<file path="config.mk">
export PLATFORM = sky130hd
export DESIGN_NAME = itch_message_deframer_core
export DESIGN_NICKNAME = d
export VERILOG_FILES = /design/src/rtl/core/imd_pkg.sv /design/src/rtl/core/itch_message_deframer_core.sv /design/src/rtl/core/imd_frame_fsm.sv /design/src/rtl/core/imd_out_reg.sv
export SDC_FILE = /design/constraint.sdc
export NUM_CORES = 1
export LEC_CHECK = 0
export ABC_AREA = 1
export ABC_CLOCK_PERIOD_IN_PS = 7030
export BUFFER_PORTS_ARGS = -buffer_cell sky130_fd_sc_hd__buf_4
export CAP_MARGIN = 20
export CORE_MARGIN = 2
export CORE_UTILIZATION = 46
export DETAILED_ROUTE_END_ITERATION = 6
export PLACE_DENSITY = 0.65
export SLEW_MARGIN = 20
export SYNTH_ARGS = -nofsm -noshare
export SYNTH_HDL_FRONTEND = slang
export SYNTH_SLANG_ARGS = --single-unit
</file>
<file path="constraint.sdc">
create_clock -name clk -period 7.03 [get_ports clk]
set_input_delay 0.703 -clock clk [delete_from_list [all_inputs] [get_ports clk]]
set_output_delay 0.703 -clock clk [all_outputs]
set_load 0.02 [all_outputs]
</file>
<file path="src/rtl/core/imd_pkg.sv">
// Shared types, codes and type tables for the ITCH message deframer.
package imd_pkg;

  typedef enum logic [1:0] {
    PH_LEN_HI = 2'd0,
    PH_LEN_LO = 2'd1,
    PH_BODY   = 2'd2,
    PH_SKIP   = 2'd3
  } imd_phase_t;

  typedef enum logic [1:0] {
    ST_OK        = 2'd0,
    ST_BAD_LEN   = 2'd1,
    ST_TRUNCATED = 2'd2,
    ST_ZERO_LEN  = 2'd3
  } imd_status_t;

  localparam int unsigned LenW = 6;

  typedef struct packed {
    logic [7:0]  msg_type;
    logic        known_type;
    imd_status_t status;
    logic [15:0] locate_id;
    logic [15:0] track_seq;
    logic [47:0] timestamp;
    logic [63:0] order_reference;
    logic        end_of_buffer;
  } imd_result_t;

  // Required message length per type, zero for types outside the list.
  function automatic logic [LenW-1:0] imd_known_len(input logic [7:0] t);
    logic [LenW-1:0] len;
    case (t)
      8'h53:   len = LenW'(12); // S
      8'h52:   len = LenW'(39); // R
      8'h48:   len = LenW'(25); // H
      8'h59:   len = LenW'(20); // Y
      8'h4C:   len = LenW'(26); // L
      8'h56:   len = LenW'(35); // V
      8'h57:   len = LenW'(12); // W
      8'h4B:   len = LenW'(28); // K
      8'h41:   len = LenW'(36); // A
      8'h46:   len = LenW'(40); // F
      8'h45:   len = LenW'(31); // E
      8'h43:   len = LenW'(36); // C
      8'h58:   len = LenW'(23); // X
      8'h44:   len = LenW'(19); // D
      8'h55:   len = LenW'(35); // U
      8'h50:   len = LenW'(44); // P
      8'h51:   len = LenW'(40); // Q
      8'h42:   len = LenW'(19); // B
      8'h49:   len = LenW'(50); // I
      8'h4E:   len = LenW'(20); // N
      8'h4A:   len = LenW'(35); // J
      default: len = '0;
    endcase
    return len;
  endfunction

  // Types whose body carries an order reference number.
  function automatic logic imd_has_ref(input logic [7:0] t);
    logic r;
    case (t)
      8'h41, 8'h46, 8'h45, 8'h43, 8'h58, 8'h44, 8'h55, 8'h50: r = 1'b1;
      default: r = 1'b0;
    endcase
    return r;
  endfunction

endpackage

</file>
<file path="src/rtl/core/itch_message_deframer_core.sv">
// Top level of the ITCH frame deframer and header extractor.
//
//   channel  dir  handshake              beat
//   in_      in   in_valid / in_ready    one raw byte, buffer_end flag
//   out_     out  out_valid / out_ready  one frame result
//
// One byte per cycle; a result is registered and leaves in the cycle after the byte that ends its frame.
// The result register sets the rate: in_ready drops only while a result waits
// and out_ready is low.
// Synchronous active-low reset returns the block to expecting a length high byte.
// Bytes after an error are consumed silently up to the end of the buffer.
module itch_message_deframer_core
  import imd_pkg::*;
(
  input  logic        clk,
  input  logic        rst_n,
  input  logic        in_valid,
  output logic        in_ready,
  input  logic [7:0]  in_data_byte,
  input  logic        in_buffer_end,
  output logic        out_valid,
  input  logic        out_ready,
  output logic [7:0]  out_msg_type,
  output logic        out_known_type,
  output logic [1:0]  out_status,
  output logic [15:0] out_locate_id,
  output logic [15:0] out_track_seq,
  output logic [47:0] out_timestamp,
  output logic [63:0] out_order_reference,
  output logic        out_end_of_buffer
);

  logic        beat_en;
  logic        res_valid;
  logic        free;
  imd_result_t res;
  imd_result_t res_q;

  assign in_ready = free;
  assign beat_en  = in_valid && free;

  imd_frame_fsm u_fsm (
    .clk        (clk),
    .rst_n      (rst_n),
    .beat_en    (beat_en),
    .data_byte  (in_data_byte),
    .buffer_end (in_buffer_end),
    .res_valid  (res_valid),
    .res        (res)
  );

  imd_out_reg u_out (
    .clk       (clk),
    .rst_n     (rst_n),
    .load      (beat_en && res_valid),
    .res_in    (res),
    .out_ready (out_ready),
    .out_valid (out_valid),
    .free      (free),
    .res_out   (res_q)
  );

  assign out_msg_type        = res_q.msg_type;
  assign out_known_type      = res_q.known_type;
  assign out_status          = res_q.status;
  assign out_locate_id       = res_q.locate_id;
  assign out_track_seq       = res_q.track_seq;
  assign out_timestamp       = res_q.timestamp;
  assign out_order_reference = res_q.order_reference;
  assign out_end_of_buffer   = res_q.end_of_buffer;

endmodule

</file>
<file path="src/rtl/core/imd_frame_fsm.sv">
// Frame phase tracking, header field capture and result formation.
module imd_frame_fsm
  import imd_pkg::*;
(
  input  logic        clk,
  input  logic        rst_n,
  input  logic        beat_en,
  input  logic [7:0]  data_byte,
  input  logic        buffer_end,
  output logic        res_valid,
  output imd_result_t res
);

  imd_phase_t  phase_r, phase_nxt;
  logic [15:0] frame_len_r, frame_len_nxt;
  logic [15:0] seen_r, seen_nxt;
  logic [7:0]  type_r, type_nxt;
  logic [15:0] locate_r, locate_nxt;
  logic [15:0] track_r, track_nxt;
  logic [47:0] time_r, time_nxt;
  logic [63:0] ref_r, ref_nxt;

  always_ff @(posedge clk) begin
    if (!rst_n) begin
      phase_r <= PH_LEN_HI;
    end else if (beat_en) begin
      phase_r <= phase_nxt;
    end
  end

  always_ff @(posedge clk) begin
    if (beat_en) begin
      frame_len_r <= frame_len_nxt;
      seen_r      <= seen_nxt;
      type_r      <= type_nxt;
      locate_r    <= locate_nxt;
      track_r     <= track_nxt;
      time_r      <= time_nxt;
      ref_r       <= ref_nxt;
    end
  end

  logic [LenW-1:0] need;
  logic            have_type;
  imd_status_t     st;

  always_comb begin
    phase_nxt     = phase_r;
    frame_len_nxt = frame_len_r;
    seen_nxt      = seen_r;
    type_nxt      = type_r;
    locate_nxt    = locate_r;
    track_nxt     = track_r;
    time_nxt      = time_r;
    ref_nxt       = ref_r;
    res_valid     = 1'b0;
    have_type     = 1'b0;
    st            = ST_OK;
    need          = '0;

    case (phase_r)
      PH_LEN_HI: begin
        seen_nxt      = '0;
        type_nxt      = '0;
        locate_nxt    = '0;
        track_nxt     = '0;
        time_nxt      = '0;
        ref_nxt       = '0;
        frame_len_nxt = {data_byte, 8'h00};
        if (buffer_end) begin
          res_valid = 1'b1;
          st        = ST_TRUNCATED;
          phase_nxt = PH_LEN_HI;
        end else begin
          phase_nxt = PH_LEN_LO;
        end
      end
      PH_LEN_LO: begin
        frame_len_nxt = {frame_len_r[15:8], data_byte};
        if (frame_len_nxt == 16'd0) begin
          res_valid = 1'b1;
          st        = ST_ZERO_LEN;
          phase_nxt = buffer_end ? PH_LEN_HI : PH_SKIP;
        end else if (buffer_end) begin
          res_valid = 1'b1;
          st        = ST_TRUNCATED;
          phase_nxt = PH_LEN_HI;
        end else begin
          phase_nxt = PH_BODY;
        end
      end
      PH_BODY: begin
        have_type = 1'b1;
        if (seen_r == 16'd0) begin
          type_nxt = data_byte;
        end
        if (seen_r == 16'd1) locate_nxt[15:8] = data_byte;
        if (seen_r == 16'd2) locate_nxt[7:0]  = data_byte;
        if (seen_r == 16'd3) track_nxt[15:8]  = data_byte;
        if (seen_r == 16'd4) track_nxt[7:0]   = data_byte;
        for (int i = 0; i < 6; i++) begin
          if (seen_r == 16'(10 - i)) time_nxt[8*i +: 8] = data_byte;
        end
        for (int i = 0; i < 8; i++) begin
          if (seen_r == 16'(18 - i)) ref_nxt[8*i +: 8] = data_byte;
        end
        seen_nxt = seen_r + 16'd1;
        need     = imd_known_len(type_nxt);
        if (seen_nxt == frame_len_r) begin
          res_valid = 1'b1;
          st = (need != '0 && {{(16-LenW){1'b0}}, need} != frame_len_r) ? ST_BAD_LEN : ST_OK;
          phase_nxt = (st != ST_OK && !buffer_end) ? PH_SKIP : PH_LEN_HI;
        end else if (buffer_end) begin
          res_valid = 1'b1;
          st        = ST_TRUNCATED;
          phase_nxt = PH_LEN_HI;
        end
      end
      PH_SKIP: begin
        if (buffer_end) phase_nxt = PH_LEN_HI;
      end
      default: begin
        phase_nxt = PH_LEN_HI;
      end
    endcase
  end

  always_comb begin
    res.msg_type        = have_type ? type_nxt : 8'h00;
    res.known_type      = have_type && (imd_known_len(type_nxt) != '0);
    res.status          = st;
    res.locate_id       = locate_nxt;
    res.track_seq       = track_nxt;
    res.timestamp       = time_nxt;
    res.order_reference = (have_type && imd_has_ref(type_nxt)) ? ref_nxt : 64'd0;
    res.end_of_buffer   = buffer_end;
  end

endmodule

</file>
<file path="src/rtl/core/imd_out_reg.sv">
// Result register with valid/ready handshake toward the consumer.
module imd_out_reg
  import imd_pkg::*;
(
  input  logic        clk,
  input  logic        rst_n,
  input  logic        load,
  input  imd_result_t res_in,
  input  logic        out_ready,
  output logic        out_valid,
  output logic        free,
  output imd_result_t res_out
);

  logic        valid_r, valid_nxt;
  imd_result_t res_r;

  assign free = !valid_r || out_ready;

  always_comb begin
    valid_nxt = valid_r;
    if (load) begin
      valid_nxt = 1'b1;
    end else if (out_ready) begin
      valid_nxt = 1'b0;
    end
  end

  always_ff @(posedge clk) begin
    if (!rst_n) begin
      valid_r <= 1'b0;
    end else begin
      valid_r <= valid_nxt;
    end
  end

  always_ff @(posedge clk) begin
    if (load) begin
      res_r <= res_in;
    end
  end

  assign out_valid = valid_r;
  assign res_out   = res_r;

endmodule
</file>
==> metrics.cfg <==
[logic_synthesis]
syn-instance-count = 1286
syn-num-nets = 1308
async_flop_share_pct = 0
yosysUniqueCellTypes = 40
synth.avg_cell_area_um2 = 11.5
synth_area_um2 = 14800
synth_seq_cells = 343
ys.flop_type = edfxtp_1
synth_warnings = 0
synth-edff-count = 340
ys_seq_area_share_pct = 69.2

[finish]
area_delta_synth_final_pct = 19.5
nets = 1494
diodes = 0
fin_area_um2 = 17700
final_layout_size_suffix_gt1_share_pct = 17.4
post-route-util_pct = 56.0

[critical_path]
crit_start = u_fsm.seen_r[0]$_SDFFCE_PN0P_
critPathRequiredTime_ps = 7200
path_cells = ha_1 > inv_1 > nor2_1 > nand2_1 > nor3_1 > nand2_1 > nor2_1 > nand4_1 > xor2_1 > xor2_1 > nand2_1 > nor2_1 > nand4_1 > nand3_1 > nand2_1 > nand2_1 > nand2_1 > inv_6 > buf_4
crit_arrival_ps = 4730
cp-end-kind = flop
rr_startpoint = u_fsm.seen_r[0]$_SDFFCE_PN0P_
cp_max_fo = 101
crit_type = reg -> reg
start_kind = flop
critPathSlowestCell = inv_6
crit_family = simple AND/OR/NAND/NOR gates
crit_buf_inv = 3
cp_common_cell = nand2_1
max_stage_delay_ps = 680

[cts]
tritoncts = built
clk_path_buf_depth = 3
clock_latency_ps = 520
cts_sinks = 343
h-tree-depth = 2
cts_resized = 0
cts.clk_slew.worst_paths_ps = 60
cts_buffers = 35
cts_root_buf = clkbuf_16
cts_setup_buffers = 0
cts-hold-fix-buffers = 0

[pwr]
combPwrFrac_pct = 8.5
p_int_uw = 3680
p_clk_share_pct = 40.2
p_switching_uw = 1090
p_leak_uw = 0.00750
switching_share_pct = 22.9
ir_worst_vdd_uv = 160
seqPwrFrac_pct = 51.3
cellPowerDensity_nw_per_um2 = 269

[global_route]
grt_max_degree = 102
antenna_found_initial = 0
grt_pass1_vias = 9881
grt_use_total_pct = 21.2
grt_pass1_wl_mm = 54.8
overflow = 0

[routing]
vias_per_cell = 5.36
ant_nets = 0
firstDrtPassIters = 7
routedWlPerCell_um = 19.0
drcViolationCount = 0
vias = 10183
drt-total-wl_mm = 36.0
drtIter0Drc = 1012

[sta]
rsz0062_at_grt = no
period_share_pct = 64.8
setup_viol = 0
tns_ps = 0
hold_viol_final = 0
fmax_ghz = 0.219
setup_slack_ps = 2470
worst_clock_skew_ps = 24.4
hold_slack_ps = 445
drv_slew = 0
tightest_slew_ps = 984
min_period_ps = 4560
slew_headroom_pct = 34.4

[place]
dpl_cell_area_um2 = 16500
post-dp-hpwl_mm = 23.6
dp_slack_ps = 2520
place.gp.congestion = 0.880
io_buffers = 170

[outcome]
status = finished, final reports clean

[hold_path]
worstHoldStart = in_buffer_end
hp-class = in -> reg

[floorplanning]
rows = 65
initial_utilization_pct = 46.9
die_w_um = 184
dieArea_um2 = 33700
io_pins = 171
die_h_um = 184
core_um2 = 31600

[job]
maxCapViolCount = 0

through the flow:
| step | cells | power, uW |
|---|---|---|
| floorplan | 1286 | 2740 |
| global placement | 1837 | 2890 |
| finish | 1900 | 4770 |
| global route | 1900 | 4930 |
| CTS | 1900 | 4810 |
| detailed placement | 1837 | 2890 |
sequential cells by signal, summed over array words and instances (netlist names):
name and cells:
u_fsm.seen_r 16, u_fsm.phase_r 2, u_fsm.type_r 8, u_fsm.track_r 16
u_fsm.time_r 48, u_fsm.locate_r 16, u_fsm.frame_len_r 16, u_out.out_valid 1
u_out.res_out 156, u_fsm.ref_r 64
cells in the mapped netlist (all sizes together) (6+ instances only):
cell type  instances  area [um2]
buf               14         110
ha                 9         113
edfxtp           340       10200
clkbuf            17        63.8
a22oi             64         480
o22ai             88         582
a21oi             25         125
nand4             13        81.3
nor2             166         638
nand3             55         275
o21ai              6        30.0
xor2              15         131
nand2            166         636
nor3              15        80.1
inv              259         972
cell usage in the layout (no fill, tap or decap), drive strengths merged, types with 2 or more instances in the layout:
master / netlist / final
edfxtp: 340 / 340
inv: 259 / 260
buf: 14 / 180
nor2: 166 / 166
nand2: 166 / 166
o22ai: 88 / 88
a22oi: 64 / 64
nand3: 55 / 55
clkbuf: 17 / 38
a21oi: 25 / 25
clkinv: 0 / 18
xor2: 15 / 15
nor3: 15 / 15
nand4: 13 / 13
ha: 9 / 9
bufinv: 0 / 6
o21ai: 6 / 6
or2: 5 / 5
o21a: 5 / 5
nor4: 5 / 5
and2: 3 / 3
xnor2: 3 / 3
dfxtp: 3 / 3
nor3b: 2 / 2
worst paths after layout:
check,to,slack (ps),depth (start not counted)
max,u_out.res_out[47]$_SDFFCE_PN0P_,2470,19
min,u_out.res_out[0]$_DFFE_PP_,450,1
max reg2reg,u_out.res_out[47]$_SDFFCE_PN0P_,2470,19
min reg2reg,u_fsm.phase_r[1]$_SDFFE_PN0P_,540,2
cell families after synthesis:
family,count (synthesis),share of synthesized area [%]
buffers and inverters,290,7.72
AOI/OAI and AO/OA,193,8.86
xor gates and xnor gates,18,1.06
adders and majority gates,9,0.759
DFF,343,69.2
and+or+nand+nor,433,12.4
final cells by class:
class / count / area [um2]
fill: 2594 / 13900
sequential: 343 / 10300
multi-input combinational: 653 / 3430
timing repair buffer: 180 / 1350
inverter: 259 / 982
clock buffer: 38 / 908
tap: 402 / 503
clock inverter: 25 / 285
routing by layer:
metal	wire, um	GRT usage (%)	up-vias
met1	15300	29.3	4948
li1	-	-	4806
met4	833	6.69	0
met3	2430	3.45	51
met5	0	0	-
met2	17400	34.6	378
power groups by stage:
stage | registers, uW | logic (uW) | clock network, uW
final | 2450 | 406 | 1920
after CTS | 2450 | 407 | 1950
after floorplan | 2550 | 190 | 0
after detailed placement | 2490 | 405 | 0
after global routing | 2460 | 444 | 2020
after global placement | 2490 | 399 | 0
worst reg2reg max path: stages, from the launching register on:
cell	delay (ps)
edfxtp_1	440
ha_1	300
inv_1	60
nor2_1	140
nand2_1	110
nor3_1	280
nand2_1	80
nor2_1	240
nand4_1	140
xor2_1	250
xor2_1	250
nand2_1	80
nor2_1	130
nand4_1	100
nand3_1	100
nand2_1	50
nand2_1	50
nand2_1	110
inv_6	680
buf_4	610
Power figures use the tool's default switching activity.
